===== src/design/ocma_pkg.sv =====
// Shared constants and types for the offset-calibrated moving average.
`default_nettype none

package ocma_pkg;

  // Fixed widths of the channel words.
  localparam int unsigned SAMPLE_W   = 16;
  localparam int unsigned FILTERED_W = 16;

  // Default build settings for the top level.
  localparam int unsigned WINDOW_DEPTH_DEF        = 16;
  localparam int unsigned CALIBRATION_SAMPLES_DEF = 20;
  localparam int unsigned SAMPLE_BITS_DEF         = 16;

  // Control carried alongside each word as it moves down the pipe.
  typedef struct packed {
    logic valid;
    logic cal;
  } ocma_ctl_t;

endpackage

`default_nettype wire


===== src/design/ocma_back.sv =====
// Mean by reciprocal multiply, then offset removal with clamp at zero.
`default_nettype none

module ocma_back
  import ocma_pkg::*;
#(
  parameter int unsigned WINDOW_DEPTH = WINDOW_DEPTH_DEF,
  parameter int unsigned SAMPLE_BITS  = SAMPLE_BITS_DEF
) (
  input  wire logic                                        clk_i,
  input  wire logic                                        rst_ni,
  input  wire ocma_ctl_t                                   in_ctl_i,
  output logic                                             in_ready_o,
  input  wire logic [SAMPLE_BITS+$clog2(WINDOW_DEPTH)-1:0] sum_i,
  input  wire logic [SAMPLE_BITS-1:0]                      offset_i,
  output logic                                             out_valid_o,
  input  wire logic                                        out_ready_i,
  output logic      [FILTERED_W-1:0]                       filtered_value_o,
  output logic                                             calibrating_o
);

  localparam int unsigned SLOT_W      = $clog2(WINDOW_DEPTH);
  localparam int unsigned SUM_W       = SAMPLE_BITS + SLOT_W;
  localparam int unsigned RECIP_SHIFT = SUM_W + SLOT_W;
  localparam int unsigned RECIP_W     = SUM_W + 1;
  localparam int unsigned PROD_W      = SUM_W + RECIP_W;
  // ceil(2^(SUM_W+SLOT_W) / depth): exact floor division for any sum below 2^SUM_W
  localparam logic [63:0] RECIP_FULL =
    ((64'd1 << RECIP_SHIFT) + 64'(WINDOW_DEPTH) - 64'd1) / 64'(WINDOW_DEPTH);
  localparam logic [RECIP_W-1:0] RECIP = RECIP_W'(RECIP_FULL);

  ocma_ctl_t              s3_ctl_q;
  logic [SAMPLE_BITS-1:0] s3_mean_q;
  logic                   out_valid_q;
  logic                   out_cal_q;
  logic [FILTERED_W-1:0]  out_value_q;

  logic                   s3_free;
  logic                   s3_move;
  logic [PROD_W-1:0]      product;
  logic [SAMPLE_BITS-1:0] mean_d;
  logic [SAMPLE_BITS-1:0] value_d;

  assign s3_free    = !out_valid_q || out_ready_i;
  assign s3_move    = s3_ctl_q.valid && s3_free;
  assign in_ready_o = !s3_ctl_q.valid || s3_free;

  assign product = PROD_W'(sum_i) * PROD_W'(RECIP);
  assign mean_d  = product[RECIP_SHIFT +: SAMPLE_BITS];

  assign value_d = (s3_mean_q >= offset_i) ? (s3_mean_q - offset_i) : '0;

  always_ff @(posedge clk_i or negedge rst_ni) begin
    if (!rst_ni) begin
      s3_ctl_q    <= '0;
      out_valid_q <= 1'b0;
    end else begin
      if (in_ctl_i.valid && in_ready_o) begin
        s3_ctl_q <= in_ctl_i;
      end else if (s3_free) begin
        s3_ctl_q.valid <= 1'b0;
      end

      if (s3_move) begin
        out_valid_q <= 1'b1;
      end else if (out_ready_i) begin
        out_valid_q <= 1'b0;
      end
    end
  end

  always_ff @(posedge clk_i) begin
    if (in_ctl_i.valid && in_ready_o) begin
      s3_mean_q <= mean_d;
    end
    if (s3_move) begin
      out_cal_q   <= s3_ctl_q.cal;
      // Held output is still zero while calibration runs.
      out_value_q <= s3_ctl_q.cal ? '0 : FILTERED_W'(value_d);
    end
  end

  assign out_valid_o      = out_valid_q;
  assign filtered_value_o = out_value_q;
  assign calibrating_o    = out_cal_q;

endmodule

`default_nettype wire


===== config.mk =====
export PLATFORM = sky130hd
export DESIGN_NAME = ocma_back
export DESIGN_NICKNAME = d
export VERILOG_FILES = /design/src/design/ocma_pkg.sv /design/src/design/ocma_back.sv
export SDC_FILE = /design/constraint.sdc
export NUM_CORES = 1
export LEC_CHECK = 0
export BUFFER_PORTS_ARGS = -buffer_cell sky130_fd_sc_hd__buf_2
export CAP_MARGIN = 0
export CELL_PAD_IN_SITES_DETAIL_PLACEMENT = 0
export CELL_PAD_IN_SITES_GLOBAL_PLACEMENT = 1
export CORE_UTILIZATION = 43
export CTS_CLUSTER_SIZE = 40
export DETAILED_ROUTE_END_ITERATION = 7
export PLACE_DENSITY = 0.95
export SYNTH_ARGS = -nofsm -noshare
export SYNTH_HDL_FRONTEND = slang
export SYNTH_SLANG_ARGS = --single-unit

===== constraint.sdc =====
create_clock -name clk_i -period 7.7 [get_ports clk_i]
set_clock_uncertainty 0.2 [all_clocks]
set_input_delay 0.385 -clock clk_i [delete_from_list [all_inputs] [get_ports clk_i]]
set_output_delay 0.385 -clock clk_i [all_outputs]
set_load 0.02 [all_outputs]

==> impl_results.md <==
* Status: finished clean
* All-Layer GR Usage at 15.2%
* Hold buffer count at CTS at 1
* Post-CTS sizing at 0
* Netlist cell types at 39
* Synth Area per Inst at 11.3 µm²
* Core area at 4790 µm²
* Cell area after synthesis at 2160 µm²
* Syn. warnings at 0
* CP max FO at 16
* Sequential Area at 1070 µm²
* Via count at 1548
* Final hold slack at 0.0714 ns
* Maximum VDD drop at just over 90 µV
* Leak Pwr at 1.13 nW
* Io pins at 60
* Pint at 0.000370 W
* Crit path kind: reg2reg
* Later-pin clock latency in the skew report at 0.28 ns
* Fin. Hold Viols at 0
* Vias/cell at 4.87
* DRT iter0 DRCs at between 80 and 90
* Flop pwr share at 46.0%
* Die X at 72.9 µm
* Setup WS post-layout at around 4.8 ns
* Combinational power share at 26.1%
* Die H at 72.9 µm
* M1 WL at 1820 µm
* Crit start category: register
* Highest Signal Layer: met4
* Final cell count without fillers at 318
* Final Slew Violations at 0
* Headroom to the max-slew limit at 50.1%
* Full die area at between 5000 and 6000 µm²
* Final wirelength at 3740 µm
* Multi-input gate area at 993 µm²
* Vias in the first global route at 1400
* Clock transition at path regs at 0.07 ns
* Num Clock Sinks at 36
* Ratio of cells with drive above 1 in the final layout at 30.3%
* Crit. End Element: register
* Routed WL per cell at 11.8 µm
* Placed cell count at 309
* Cells after synthesis at 192
* Power per Cell Area at 200 nW/µm²
* Num CTS Buffers at 5
* Residual DRC at 0
* DP Worst Slack at approximately 4.6 ns
* Final Cycle Share at between 30% and 40%
* Clock network power share at 27.9%
* Root Driver: clkbuf_8
* Mapped Nets at 250
* Setup Fix Bufs, Post-CTS at 0
* CTS tree: built
* Final HPWL DP at between 2000 and 3000 µm
* Fin Setup TNS at 0 ns
* Layout area overhead at 20.3%
* Max-cap viol count at 0
* Routed met3 length at 142 µm
* CP arrival at 2.85 ns
* Least-Margin Pin Slew at 0.749 ns
* Layout Utilization at 54.3%
* CTS Buffer Depth at 2
* Final setup fails at 0
* Metal2 WL at 1740 µm
* Largest net degree at the start of global routing at 18
* Cell row count at 25
* Switching power at around 0.00015 W
* Post-synthesis register bit count at 36
* First-pass GRT wire length at 6190 µm
* GPL Wtd Cong at 0.815
* Grt ovf at 0
* RSZ-0062 raised after global routing: false
* Drt pass-1 iters at 4
* Critical Path RT at around 7.6 ns
* Shortest period the worst path allows at just under 3 ns
* Initial Util at 45.2%
* Antenna Violating Nets Remaining at 0
* Antenna cells at 0
* # port buffers at 55
* Initial antenna violation count at 0
* Sw Ratio at a little under 30%
* Final Net Count at 308
* Register area share after synthesis at 49.3%
* Fmax at between 300 and 400 MHz
* # fillers at approximately 420
* Min-delay worst type: in2reg
* H-tree depth at 2
## critical path, stage by stage (launching register included)
cell       delay, ns
edfxtp_1        0.35
inv_1           0.05
ha_1            0.20
fa_1            0.37
and2b_1         0.23
o211ai_1        0.11
a211o_1         0.33
a211o_1         0.28
a31o_4          0.36
a2111oi_4       0.29
## cell families (layout without fill, tap and decap cells)
| group | count (synthesis) | after routing | synth area share (%) |
|---|---|---|---|
| buffers and inverters | 24 | 83 | 4.69 |
| and+or+nand+nor | 61 | 61 | 16.8 |
| DFF | 36 | 36 | 49.3 |
| adders and majority gates | 17 | 17 | 10.2 |
| xor gates and xnor gates | 10 | 10 | 4.05 |
| AOI/OAI and AO/OA | 41 | 41 | 13.5 |
| muxes | 3 | 3 | 1.45 |
## Yosys cell counts
master,number,share of area (%)
edfxtp_1,33,46
inv_1,19,3.3
ha_1,16,9.3
nor2_1,12,2.1
a21oi_1,11,2.5
nand2_1,9,1.6
nand3_1,8,1.9
nor2_4,8,4.2
o21ai_0,8,1.9
nor2b_1,6,1.7
a31oi_1,5,1.4
nand2b_1,5,1.4
xnor2_1,5,2.0
xor2_1,5,2.0
clkbuf_1,4,0.69
a211o_1,3,1.2
a21o_1,3,1.0
dfrtp_1,3,3.5
a21boi_0,2,0.69
and2_1,2,0.58
and3_1,2,0.58
mux2i_1,2,0.93
nand3b_1,2,0.69
nand4_1,2,0.58
nor2_2,2,0.58
o21a_1,2,0.69
a2111oi_4,1,1.3
a211oi_1,1,0.35
a21oi_2,1,0.41
a31o_4,1,0.81
and2b_1,1,0.35
buf_8,1,0.69
fa_1,1,0.93
mux2_2,1,0.52
nor3_1,1,0.23
nor3b_1,1,0.35
o2111ai_1,1,0.41
o211ai_1,1,0.35
o2bb2ai_1,1,0.41
## stage by stage
step           instance area (µm²)  total power [W]
2_1_floorplan                 2160         0.000346
6_report                      2600         0.000520
5_1_grt                       2600         0.000549
3_3_place_gp                  2490         0.000377
3_5_place_dp                  2490         0.000379
4_1_cts                       2600         0.000525
## worst paths after layout
kind                              startpoint                    to  slack [ns]  cells past startpoint
worst max-delay path            s3_mean_q[0]  filtered_value_o[15]        4.75                      9
worst min-delay path               sum_i[16]         s3_mean_q[12]        0.07                      1
worst max register to register  s3_mean_q[0]  filtered_value_o[15]        4.75                      9
worst min register to register   s3_ctl_q[1]           out_valid_o        0.31                      1
max in group asynchronous             rst_ni           s3_ctl_q[1]        6.96                      2
min in group asynchronous             rst_ni           s3_ctl_q[0]        0.24                      2
## flip-flops by register name, summed over array words and instances (netlist names)
signal,count
filtered_value_o,16
out_valid_o,1
calibrating_o,1
s3_mean_q,16
s3_ctl_q,2
## cell type report
class | instances | share of cell area (%)
inverter | 19 | 2.74
sequential | 36 | 41.0
tap | 67 | 3.22
timing repair buffer | 56 | 11.0
multi-input combinational | 132 | 38.2
clock buffer | 8 | 3.85
## power by group through the flow
stage,sequential [W],combinational (W),clock (W)
2_1_floorplan,0.000256,0.0000902,0
3_5_place_dp,0.000244,0.000136,0
4_1_cts,0.000239,0.000136,0.000149
6_report,0.000239,0.000136,0.000145
3_3_place_gp,0.000243,0.000134,0
5_1_grt,0.000241,0.000151,0.000156
## cell usage in the layout, fill, tap and decap left out, drive strengths merged, types with 3 or more instances in the layout
cell type / n
a211o: 3
a21o: 3
a21oi: 12
a31oi: 5
buf: 55
clkbuf: 8
dfrtp: 3
edfxtp: 33
ha: 16
inv: 19
nand2: 9
nand2b: 5
nand3: 8
nor2: 22
nor2b: 6
o21ai: 8
xnor2: 5
xor2: 5
## metal layers
| metal | up-vias | track usage (%) |
|---|---|---|
| met1 | 699 | 20.2 |
| li1 | 798 | - |
| met4 | 0 | 4.58 |
| met2 | 47 | 24.6 |
| met5 | - | 0 |
| met3 | 4 | 3.87 |
No activity file was read; power rests on OpenSTA's default activity.
