$ cat src/design/ocma_pkg.sv
// Shared constants and types for the offset-calibrated moving average.
`default_nettype none

package ocma_pkg;

  // Fixed widths of the channel words.
  localparam int unsigned SAMPLE_W   = 16;
  localparam int unsigned FILTERED_W = 16;

  // Default build settings for the top level.
  localparam int unsigned WINDOW_DEPTH_DEF        = 16;
  localparam int unsigned CALIBRATION_SAMPLES_DEF = 20;
  localparam int unsigned SAMPLE_BITS_DEF         = 16;

  // Control carried alongside each word as it moves down the pipe.
  typedef struct packed {
    logic valid;
    logic cal;
  } ocma_ctl_t;

endpackage

`default_nettype wire

$ cat src/design/ocma_ram.sv
// Generic single-write, single-read RAM with registered read data.
`default_nettype none

module ocma_ram #(
  parameter int unsigned WIDTH = 16,
  parameter int unsigned DEPTH = 16
) (
  input  wire logic                     clk_i,
  input  wire logic                     we_i,
  input  wire logic [$clog2(DEPTH)-1:0] waddr_i,
  input  wire logic [WIDTH-1:0]         wdata_i,
  input  wire logic                     re_i,
  input  wire logic [$clog2(DEPTH)-1:0] raddr_i,
  output logic      [WIDTH-1:0]         rdata_o
);

  logic [WIDTH-1:0] mem_q [DEPTH];

  always_ff @(posedge clk_i) begin
    if (we_i) begin
      mem_q[waddr_i] <= wdata_i;
    end
  end

  // Read data holds while no read is issued.
  always_ff @(posedge clk_i) begin
    if (re_i) begin
      rdata_o <= mem_q[raddr_i];
    end
  end

endmodule

`default_nettype wire

$ cat src/design/ocma_front.sv
// Calibration, window ring and running sum: accept stage plus sum stage.
`default_nettype none

module ocma_front
  import ocma_pkg::*;
#(
  parameter int unsigned WINDOW_DEPTH        = WINDOW_DEPTH_DEF,
  parameter int unsigned CALIBRATION_SAMPLES = CALIBRATION_SAMPLES_DEF,
  parameter int unsigned SAMPLE_BITS         = SAMPLE_BITS_DEF
) (
  input  wire logic                                              clk_i,
  input  wire logic                                              rst_ni,
  input  wire logic                                              in_valid_i,
  output logic                                                   in_ready_o,
  input  wire logic [SAMPLE_BITS-1:0]                            sample_i,
  output ocma_ctl_t                                              out_ctl_o,
  input  wire logic                                              out_ready_i,
  output logic      [SAMPLE_BITS+$clog2(WINDOW_DEPTH)-1:0]       sum_o,
  output logic      [SAMPLE_BITS-1:0]                            offset_o
);

  localparam int unsigned SLOT_W = $clog2(WINDOW_DEPTH);
  localparam int unsigned SUM_W  = SAMPLE_BITS + SLOT_W;
  localparam int unsigned CNT_W  = $clog2(CALIBRATION_SAMPLES + 2);
  localparam logic [CNT_W-1:0]  CAL_LAST  = CNT_W'(CALIBRATION_SAMPLES);
  localparam logic [SLOT_W-1:0] SLOT_LAST = SLOT_W'(WINDOW_DEPTH - 1);

  // Calibration state
  logic [CNT_W-1:0]       calib_count_q;
  logic [SAMPLE_BITS-1:0] offset_q;
  logic                   calibrating;

  // Ring state
  logic [SLOT_W-1:0] slot_q;
  logic              filled_q;
  logic [SUM_W-1:0]  sum_q;

  // Stage 1: waiting on RAM read data
  logic                   s1_valid_q;
  logic                   s1_cal_q;
  logic [SAMPLE_BITS-1:0] s1_sample_q;
  logic [SLOT_W-1:0]      s1_slot_q;
  logic                   s1_filled_q;

  // Stage 2: updated sum
  ocma_ctl_t        s2_ctl_q;
  logic [SUM_W-1:0] s2_sum_q;

  logic                   s2_free;
  logic                   s1_move;
  logic                   accept;
  logic [SAMPLE_BITS-1:0] ram_rdata;
  logic [SAMPLE_BITS-1:0] old_sample;
  logic [SUM_W-1:0]       sum_d;

  assign calibrating = (calib_count_q <= CAL_LAST);
  assign s2_free     = !s2_ctl_q.valid || out_ready_i;
  assign s1_move     = s1_valid_q && s2_free;
  assign in_ready_o  = !s1_valid_q || s2_free;
  assign accept      = in_valid_i && in_ready_o;

  // Entries not written since reset read as zero.
  assign old_sample = s1_filled_q ? ram_rdata : '0;
  assign sum_d      = sum_q - SUM_W'(old_sample) + SUM_W'(s1_sample_q);

  ocma_ram #(
    .WIDTH (SAMPLE_BITS),
    .DEPTH (WINDOW_DEPTH)
  ) u_ring (
    .clk_i   (clk_i),
    .we_i    (s1_move && !s1_cal_q),
    .waddr_i (s1_slot_q),
    .wdata_i (s1_sample_q),
    .re_i    (accept && !calibrating),
    .raddr_i (slot_q),
    .rdata_o (ram_rdata)
  );

  always_ff @(posedge clk_i or negedge rst_ni) begin
    if (!rst_ni) begin
      calib_count_q <= '0;
      offset_q      <= '0;
      slot_q        <= '0;
      filled_q      <= 1'b0;
      sum_q         <= '0;
      s1_valid_q    <= 1'b0;
      s2_ctl_q      <= '0;
    end else begin
      if (accept) begin
        if (calibrating) begin
          calib_count_q <= calib_count_q + CNT_W'(1);
          if (calib_count_q == '0 || sample_i > offset_q) begin
            offset_q <= sample_i;
          end
        end else begin
          slot_q <= (slot_q == SLOT_LAST) ? '0 : slot_q + SLOT_W'(1);
          if (slot_q == SLOT_LAST) begin
            filled_q <= 1'b1;
          end
        end
      end

      if (accept) begin
        s1_valid_q <= 1'b1;
      end else if (s1_move) begin
        s1_valid_q <= 1'b0;
      end

      if (s1_move && !s1_cal_q) begin
        sum_q <= sum_d;
      end

      if (s1_move) begin
        s2_ctl_q.valid <= 1'b1;
        s2_ctl_q.cal   <= s1_cal_q;
      end else if (out_ready_i) begin
        s2_ctl_q.valid <= 1'b0;
      end
    end
  end

  // Payload registers
  always_ff @(posedge clk_i) begin
    if (accept) begin
      s1_cal_q    <= calibrating;
      s1_sample_q <= sample_i;
      s1_slot_q   <= slot_q;
      s1_filled_q <= filled_q;
    end
    if (s1_move) begin
      s2_sum_q <= sum_d;
    end
  end

  assign out_ctl_o = s2_ctl_q;
  assign sum_o     = s2_sum_q;
  assign offset_o  = offset_q;

endmodule

`default_nettype wire

$ cat config.mk
export PLATFORM = sky130hd
export DESIGN_NAME = ocma_front
export DESIGN_NICKNAME = d
export VERILOG_FILES = /design/src/design/ocma_pkg.sv /design/src/design/ocma_ram.sv /design/src/design/ocma_front.sv
export SDC_FILE = /design/constraint.sdc
export NUM_CORES = 1
export LEC_CHECK = 0
export BUFFER_PORTS_ARGS = -buffer_cell sky130_fd_sc_hd__buf_2
export CORE_MARGIN = 4
export CORE_UTILIZATION = 62
export CTS_BUF_LIST = sky130_fd_sc_hd__clkbuf_2 sky130_fd_sc_hd__clkbuf_4 sky130_fd_sc_hd__clkbuf_8
export DETAILED_ROUTE_END_ITERATION = 6
export GPL_ROUTABILITY_DRIVEN = 1
export PLACE_DENSITY = 0.8
export SYNTH_ARGS = -nofsm -noshare
export SYNTH_HDL_FRONTEND = slang
export SYNTH_SLANG_ARGS = --single-unit
$ cat constraint.sdc
create_clock -name clk_i -period 4.98 [get_ports clk_i]
set_input_delay 0.498 -clock clk_i [delete_from_list [all_inputs] [get_ports clk_i]]
set_output_delay 0.498 -clock clk_i [all_outputs]
set_load 0.02 [all_outputs]
==> results of run 1 <==
## power groups by stage
| stage | sequential [µW] | clock (µW) | combinational, µW |
|---|---|---|---|
| floorplan | 4230 | 0 | 2600 |
| global placement | 4210 | 0 | 3430 |
| detailed placement | 4220 | 0 | 3520 |
| CTS | 4170 | 2440 | 3530 |
| global route | 4230 | 2620 | 3890 |
| finish | 4160 | 2390 | 3520 |
## critical path: cells and delay by family, from the launching register on
kind	cells	cell delay, ps
DFF	1	660
and+or+nand+nor	1	40
adders and majority gates	2	890
buffers and inverters	2	170
AOI/OAI and AO/OA	6	1820
## registers in the layout, indices dropped and copies added (netlist names), 2 cells and up
| name | flops |
|---|---|
| sum_q | 20 |
| s1_sample_q | 16 |
| sum_o | 20 |
| calib_count_q | 5 |
| out_ctl_o | 2 |
| s1_slot_q | 4 |
| u_ring.mem_q | 256 |
| offset_o | 16 |
| u_ring.rdata_o | 16 |
| slot_q | 4 |
## layout by cell type (no fill, tap or decap), types with 14 or more instances in the layout
cell type,instances
dfrtp_1,47
inv_1,95
and2_1,20
fa_1,16
clkbuf_4,27
edfxtp_1,314
ha_1,39
buf_4,24
buf_2,58
o21ai_0,20
a21oi_1,23
nand2_1,30
xnor2_1,14
mux4_2,80
clkbuf_8,57
mux2_2,25
nor2_1,29
## how the worst max path moves through the flow
stage / startpoint / endpoint / slack [ps] / cells after the start
final: s1_sample_q[7] / sum_o[16] / 1110 / 11
after global routing: s1_sample_q[7] / sum_o[16] / 860 / 11
after CTS: s1_sample_q[7] / sum_o[16] / 1140 / 11
after detailed placement: s1_sample_q[7] / sum_o[16] / 1180 / 11
after global placement: s1_filled_q / sum_o[16] / 1260 / 11
after floorplan: s1_filled_q / sum_o[16] / 1420 / 12
## through the flow
| step | setup WS (ps) | util, % | area (µm²) |
|---|---|---|---|
| 6_report | 1113 | 71.20 | 17370 |
| 5_1_grt | 860.9 | 71.20 | 17370 |
| 4_1_cts | 1144 | 71.20 | 17370 |
| 3_5_place_dp | 1180 | 66.69 | 16270 |
| 3_3_place_gp | 1263 | 66.69 | 16270 |
| 2_1_floorplan | 1421 | - | 15460 |
## per-layer routing
layer	vias to the layer above	routed length (µm)	global-route usage (%)
li1	3609	-	-
met5	-	0	0
met1	4070	11910	31.50
met4	0	726	7.030
met3	58	2443	4.975
met2	335	14710	35.94
## final cells by class
class / instances / area (µm²) / share of cell area [%]
Tap cell: 324 / 405.4 / 2.334
Clock inverter: 14 / 113.9 / 0.6556
Timing Repair Buffer: 83 / 490.5 / 2.824
Multi-Input combinational cell: 399 / 4353 / 25.06
Clock buffer: 84 / 987.2 / 5.684
Sequential cell: 363 / 10660 / 61.38
Inverter: 95 / 356.6 / 2.053
## cells by family after synthesis
group / Yosys count
AOI/OAI and AO/OA: 85
xor gates and xnor gates: 20
adders and majority gates: 55
buffers and inverters: 125
DFF: 363
muxes: 105
and+or+nand+nor: 134
==> impl_results.md, run 1 <==
- Clk Latency, worst-skew pair: ~600 ps
- Synth unique cells: 52
- Post-CTS Setup Inserts: 0
- Final Hold Viols: 0
- Die Y: roughly 170 µm
- Psw: approximately 3300 µW
- Post-synthesis sequential area ratio: slightly below 70%
- CP Capture Type: register
- Switch share: approximately a third
- Top post-synthesis cells by count: edfxtp_1 (314), inv_1 (95), mux4_2 (80), dfrtp_1 (49), ha_1 (39)
- Core area: approximately 0.024 mm²
- Cts hold-fix bufs: 0
- Detail Route Antenna Nets: 0
- Synthesized area: ~0.015 mm²
- IO Port Bufs: 58
- Crit-path cells: inv_1 > fa_1 > inv_1 > ha_1 > a21o_1 > a21o_1 > a221o_1 > a311o_2 > a2111oi_4 > o311a_2 > nor2_1
- Htree depth: 2
- Largest net degree at the start of global routing: 50
- Crit-path max FO: 17
- Post-DR wirelength/cell: 21.87 µm
- CTS tree: built
- Drt first pass iters: 5
- Drt initial violations: about 760
- Post-synthesis mux area share: 13.48%
- Top post-synthesis cells by area: edfxtp_1 (61%), mux4_2 (12%), dfrtp_1 (7.9%)
- Post_cts resized: 0
- CTS Sinks: roughly 360
- Final hold slack: 49.46 ps
- Initial antenna violation count: 0
- Static Leak: approximately 0.0064 µW
- Max IR drop VDD: approximately 0.00038 V
- Dpl cells: between 1000 and 1500
- CTS Root Buffer Type: clkbuf_8
- Worst R2R Setup Slack: 1110 ps
- Clock group share of total power: a little under a quarter
- Yosys warnings: 0
- Via count: ~8100
- FMAX: 258.6 MHz
- Core Rows: between 50 and 60
- Top cell type's share of synthesized area: ~61%
- Clk buf depth: 3
- Die X: ~170 µm
- Syn avg cell area: roughly 17 µm²
- Minimum clock period: roughly 3900 ps
- Post-Synthesis Net Count: 962
- Internal power: between 6000 and 7000 µW
- Vias in the first global route: about 8300
- Global Route Usage Sum: between 20 and 25%
- Xor and xnor fraction of the mapped netlist area: under 10%
- Fraction of registers with async set/reset: a little over an eighth
- Die area: 0.02752 mm²
- Layout cell share with drive strength beyond 1: about 29%
- # DRC: 0
- FF+latch count, synth: ~360
- Max cap viols: 0
- Slew of the pin with the lowest slew margin: 1099 ps
- Reg2reg start: s1_sample_q[7]
- Post-Layout Cell Count: about 1400
- Initial Util: 63.38%
- Post-Route Skew: around 42 ps
- Simple-gate area share of the yosys netlist: 4.427%
- Area growth from synthesis to layout: 12.34%
- Area leader, netlist: edfxtp_1
- Final setup violation count: 0
- WL final: roughly 30 mm
- RSZ-0062 raised after global routing: false
- Period utilisation layout: 77.66%
- Adder-cell share of the synthesized area: approximately 5.2%
- Reg2reg end: sum_o[16]
- Total global routing overflow: 0
- Combinational fraction of design power: around a third
- Design Power: 10060 µW
- First-pass GRT wire length: 47.66 mm
- Setup TNS: 0 ps
- Worst path max stage delay: 660 ps
- Final GP Congestion: roughly 0.9
- Main combinational cell family by area after synthesis: multiplexers
- Arrival @ worst endpoint: between 4000 and 5000 ps
- Final #Nets: about 1100
- CTS buffer count: between 50 and 60
- Relative slew margins: a little over a quarter
- Crit path required time: 5290 ps
- Post-DP HPWL: about 20 mm
- Hold Path Class: in2async
- Clk slew on worst S/H paths: around 60 ps
- Drt via density: just under 6
- Startpoint types: register
- I/O pins: 59
- Count leader, synth: edfxtp_1
- Post-Syn Instances: between 800 and 900
- Post-synth EDFFs: around 310
- Antenna Cells: 0
- Most used DFF post-synth: edfxtp_1
- Layout fillers: between 1000 and 1500
- Pwr dens: 579.5 mW/mm²
- Worst path slowest cell: edfxtp_1
- Status: finished clean
- Synth Area in Compound Gates: between 3 and 4%
- CP Class: reg2reg
- Final count of pins violating max slew: 0
- Worst Reg-to-Reg Cells: 11
- Sequential share of power: 41.3%
Note: power is estimated with default switching activity, not from simulation.
==> run 2: changes to the inputs <==
--- a/config.mk
+++ b/config.mk
@@ -5,6 +5,7 @@
 export SDC_FILE = /design/constraint.sdc
 export NUM_CORES = 1
 export LEC_CHECK = 0
+export ABC_AREA = 1
 export BUFFER_PORTS_ARGS = -buffer_cell sky130_fd_sc_hd__buf_2
 export CORE_MARGIN = 4
 export CORE_UTILIZATION = 62
==> constraint.sdc (replaced) <==
create_clock -name clk_i -period 3.7 [get_ports clk_i]
set_input_delay 0.37 -clock clk_i [delete_from_list [all_inputs] [get_ports clk_i]]
set_output_delay 0.37 -clock clk_i [all_outputs]
set_load 0.02 [all_outputs]
==> impl_results.md, run 2 <==
- Clk slew on worst S/H paths: 60 ps
- RSZ-0062 raised after global routing: false
- Worst Setup SP: s1_sample_q[8]
- Top post-synthesis cells by area: edfxtp_1 (59%), dfrtp_1 (7.7%), o21ai_0 (4.8%)
- Post-Synthesis Net Count: between 1000 and 1500
- Design Area, Final: between 0.015 and 0.02 mm²
- CP Capture Type: register
- Minimum clock period: ~3200 ps
- Crit. path cell count: 12
- Crit path required time: ~4000 ps
- Cts hold-fix bufs: 11
- Global Route Usage Sum: a little over a quarter
- Post-synth EDFFs: between 300 and 400
- Area leader, netlist: edfxtp_1
- CTS tree: built
- Worst R2R Setup Slack: 490 ps
- Max FFs per register: 256
- WP buf/inv: 4
- Final count of pins violating max slew: 0
- Post-Syn Instances: around 1400
- Die Y: 167.9 µm
- Clk Latency, worst-skew pair: 600 ps
- Period utilisation layout: 86.68%
- Synth unique cells: 40
- FMAX: 311.8 MHz
- Clk buf depth: 3
- # DRC: 0
- Count leader, synth: edfxtp_1
- Top Family by Delay on Critical Path: simple AND/OR/NAND/NOR gates
- Drt via density: 5.906
- Area of the multi-input gates: roughly 0.0044 mm²
- Initial antenna violation count: 0
- CP Class: reg2reg
- CTS Sinks: roughly 360
- Startpoint types: register
- IO Port Bufs: a little under 60
- Final #Nets: between 1500 and 2000
- Post-synthesis sequential area ratio: about two thirds
- CTS buffer count: 55
- CTS Root Buffer Type: clkbuf_8
- Final Core Density: 70.61%
- Detail Route Antenna Nets: 0
- Top post-synthesis cells by count: edfxtp_1 (314), nand2_1 (198), nor2_1 (174), o21ai_0 (153), inv_1 (137)
- Post-DP HPWL: roughly 23 mm
- Hold Path Class: in2reg
- Layout cell share with drive strength beyond 1: around 14%
- Die area: 0.02819 mm²
- Setup TNS: 0 ps
- Core Rows: 58
- Final setup violation count: 0
- Reg with most FFs: u_ring.mem_q
- Worst path max stage delay: 750 ps
- WL final: 38.29 mm
- Crit-path cells: inv_1 > fa_1 > inv_1 > ha_1 > nand2_1 > inv_1 > nand2_1 > nand2_1 > inv_1 > nand3_1 > or2_2 > and2_1
- Reg2reg start: s1_sample_q[8]
- Slew of the pin with the lowest slew margin: roughly 900 ps
- Relative slew margins: around 40%
- Most used DFF post-synth: edfxtp_1
- Crit-path most repeated cell: inv_1
- Max IR drop VDD: 0.0006562 V
- Post-Layout Cell Count: between 1500 and 2000
- Max cap viols: 0
- Yosys warnings: 0
- Status: finished clean
- Placed inst area: 0.01657 mm²
- Initial Util: between 60% and 70%
- Pwr dens: around 830 mW/mm²
- Htree depth: 2
- Fraction of registers with async set/reset: between 10 and 15%
- Core area: roughly 0.025 mm²
- Leading cell type in the layout, fill and taps excluded: edfxtp_1
- Static Leak: between 0.007 and 0.008 µW
- Largest net degree at the start of global routing: between 80 and 90
- Total global routing overflow: 0
- Most frequent cells in the layout: edfxtp_1 (314), nand2_1 (198), nor2_1 (162)
- Worst path slowest cell: edfxtp_1
- Antenna Cells: 0
- Register area: between 0.01 and 0.015 mm²
- Dpl cells: 1730
- Post-CTS Setup Inserts: 0
- FF+latch count, synth: 363
- Final GP Congestion: ~0.92
- Reg2reg end: sum_o[10]
- Syn avg cell area: approximately 12 µm²
- Final Hold Viols: 0
- I/O pins: a little under 60
- Layout fillers: 1751
- Design Power: around 15000 µW
- Critical path endpoint: sum_o[10]
- Worst Reg-to-Reg Cells: 12
- Vias in the first global route: about 11000
- Arrival @ worst endpoint: about 3500 ps
- Drt first pass iters: 6
- Post-DR wirelength/cell: approximately 21 µm
- Crit-path max FO: 17
- Post-Route Skew: a little over 40 ps
- Area growth from synthesis to layout: 12.16%
- Synthesized area: 0.01585 mm²
- First-pass GRT wire length: between 50 and 60 mm
- Via count: around 11000
- Post_cts resized: 0
- Drt initial violations: 1463
- Top cell type's share of synthesized area: just under 60%
- Die X: between 150 and 200 µm
-- run 2: kinds of logic after synthesis --
group	count (synthesis)	share of synthesized area, %
and+or+nand+nor	478	12.48
DFF	363	67.22
AOI/OAI and AO/OA	258	9.338
buffers and inverters	201	5.146
adders and majority gates	55	5.099
xor gates and xnor gates	13	0.7183
-- run 2: cell type report --
cell class	count	area share, %
clock inverter	17	0.6474
clock buffer	83	5.545
timing repair buffer	102	3.716
multi-input combinational	804	24.81
tap	330	2.322
sequential	363	59.96
inverter	142	3.005
-- run 2: through the flow --
step / hold slack, ps / setup WS (ps)
6_report: 47.65 / 492.7
5_1_grt: 17.96 / 343.8
4_1_cts: 8.146 / 496.6
3_5_place_dp: 419.5 / 545.2
2_1_floorplan: 74.41 / 962.1
3_3_place_gp: 420.6 / 609.3
-- run 2: worst min path at each step --
stage,start,endpoint,cells after the start
after global routing,sample_i[5],s1_sample_q[5],1
after global placement,rst_ni,sum_q[6],1
after detailed placement,rst_ni,sum_q[6],1
final,sample_i[5],s1_sample_q[5],1
after floorplan,rst_ni,calib_count_q[0],0
after CTS,sample_i[5],s1_sample_q[5],1
-- run 2: report_power, final --
part / internal [µW] / total, µW / leakage [µW] / switching (µW)
clock: 1770 / 3270 / 0.000582 / 1500
combinational: 1940 / 5910 / 0.00296 / 3970
sequential: 5200 / 5540 / 0.00347 / 342
total: 8910 / 14700 / 0.00701 / 5820
-- run 2: per-layer routing --
metal  up-vias  share of wire (%)  track usage, %  wire, µm
met5         -                  0               0         0
met4         0                3.2           9.210      1212
met3        96                9.2           4.907      3513
met2       576                 47           43.22     18140
met1      5215                 40           38.65     15420
li1       4986                  -               -         -
==> run 3: changes to the inputs <==
--- a/config.mk
+++ b/config.mk
@@ -6,7 +6,8 @@
 export NUM_CORES = 1
 export LEC_CHECK = 0
 export ABC_AREA = 1
-export BUFFER_PORTS_ARGS = -buffer_cell sky130_fd_sc_hd__buf_2
+export BUFFER_PORTS_ARGS = -buffer_cell sky130_fd_sc_hd__buf_4
+export CORE_ASPECT_RATIO = 1.75
 export CORE_MARGIN = 4
 export CORE_UTILIZATION = 62
 export CTS_BUF_LIST = sky130_fd_sc_hd__clkbuf_2 sky130_fd_sc_hd__clkbuf_4 sky130_fd_sc_hd__clkbuf_8
==> impl_results.md, run 3 (synthesized netlist as in run 2, its figures left out) <==
- Layout fillers: 1739
- Post-DP HPWL: 25.58 mm
- Initial Util: 62.80%
- Core area: 0.02524 mm²
- Worst Reg-to-Reg Cells: 12
- CTS Sinks: between 300 and 400
- Drt first pass iters: 5
- Max cap viols: 0
- FMAX: ~320 MHz
- Detail Route Antenna Nets: 0
- Crit path required time: 4040 ps
- Post-CTS Setup Inserts: 0
- Post-Route Skew: between 15 and 20 ps
- Static Leak: a little over 0.007 µW
- CTS tree: built
- Relative slew margins: between 20 and 30%
- Most frequent cells in the layout: edfxtp_1 (314), nand2_1 (198), nor2_1 (173)
- CP Capture Type: register
- Drt via density: 6.038
- Post-Route M1 WL: approximately 13 mm
- Slew of the pin with the lowest slew margin: around 1100 ps
- Die X: 128.9 µm
- Final Core Density: a little under three quarters
- Largest net degree at the start of global routing: 69
- Minimum clock period: between 3000 and 4000 ps
- Die Y: approximately 220 µm
- Core Rows: 77
- Drt initial violations: 1039
- Die area: approximately 0.028 mm²
- Area of the multi-input gates: 0.004383 mm²
- Setup TNS: 0 ps
- Global Route Usage Sum: 28.09%
- CP Class: reg2reg
- First-pass GRT wire length: around 60 mm
- Reg with most FFs: u_ring.mem_q
- Initial antenna violation count: 1
- Pwr dens: 836.5 mW/mm²
- Crit-path max FO: 17
- Max FFs per register: 256
- # DRC: 0
- Vias in the first global route: approximately 11000
- Hold Path Stages: 1
- Clk buf depth: 3
- RSZ-0062 raised after global routing: false
- Total global routing overflow: 0
- Status: finished clean
- Final GP Congestion: 0.9438
- Top Metal Used: met4
- Post_cts resized: 0
- Register area: roughly 0.011 mm²
- WL final: roughly 39 mm
- Startpoint types: register
- Met2 WL: 20.82 mm
- Clk Latency, worst-skew pair: ~600 ps
- Layout cell share with drive strength beyond 1: a little over an eighth
- CTS buffer count: around 50
- Cts hold-fix bufs: 14
- Clk slew on worst S/H paths: roughly 70 ps
- CTS Root Buffer Type: clkbuf_8
- Final count of pins violating max slew: 0
- IO Port Bufs: 58
- Area growth from synthesis to layout: 13.12%
- Htree depth: 2
- Hold Path Class: in2reg
- Max IR drop VDD: 0.0004509 V
- Via count: around 11000
- Arrival @ worst endpoint: about 3500 ps
- Met3 WL: approximately 3.1 mm
- I/O pins: 59
- Final #Nets: around 1600
- Post-DR wirelength/cell: about 21 µm
- Final setup violation count: 0
- Final Hold Viols: 0
- Leading cell type in the layout, fill and taps excluded: edfxtp_1
- Period utilisation layout: between 80% and 90%
run 3: area by class of cell:
cell class	count	area share, %
Timing Repair Buffer	116	5.192
Clock inverter	19	1.089
Sequential cell	363	59.44
Tap cell	316	2.205
Inverter	142	2.980
Clock buffer	69	4.633
Antenna cell	1	0.01396
Multi-Input combinational cell	804	24.44
run 3: routing by layer:
layer,GRT usage (%),up-vias
met4,17.13,0
met3,4.269,153
met5,0,-
li1,-,4968
met2,50.12,606
met1,31.06,5322
run 3: power breakdown:
part	internal [µW]	switching (µW)	total [µW]	leakage, µW
registers	5190	267	5460	0.00347
clock network	1730	1450	3180	0.000539
logic	2070	4290	6360	0.00307
run 3: path summary, 6_finish.rpt:
path,from,endpoint,slack [ps]
hold reg to reg,filled_q,s1_filled_q,460
hold / removal,sample_i[15],s1_sample_q[15],30
setup / recovery,s1_sample_q[2],sum_o[14],530
min in group asynchronous,rst_ni,sum_q[8],380
setup reg to reg,s1_sample_q[2],sum_o[14],530
max in group asynchronous,rst_ni,slot_q[0],2790
run 3: worst max-delay path, cell delays in order, from the launching register on:
cell and delay [ps]:
edfxtp_1 710, inv_1 200, fa_1 560, inv_1 50
ha_1 360, nand2_1 80, nand2_1 80, o21ai_2 90
o21ai_1 280, nand3_1 200, nand2_1 110, nand2_1 70
and2_1 140
run 3: metrics by stage:
step	total power [µW]	setup WS [ps]	cells	hold WS [ps]	area, µm²
floorplan	9726	962.1	1368	74.41	15850
global route	15890	235.4	1830	1.881	17930
detailed placement	11790	568.4	1727	439.5	16760
CTS	14950	549.2	1829	0.02731	17930
finish	15000	533.1	1830	26.42	17930
global placement	11640	585.8	1727	437.1	16760
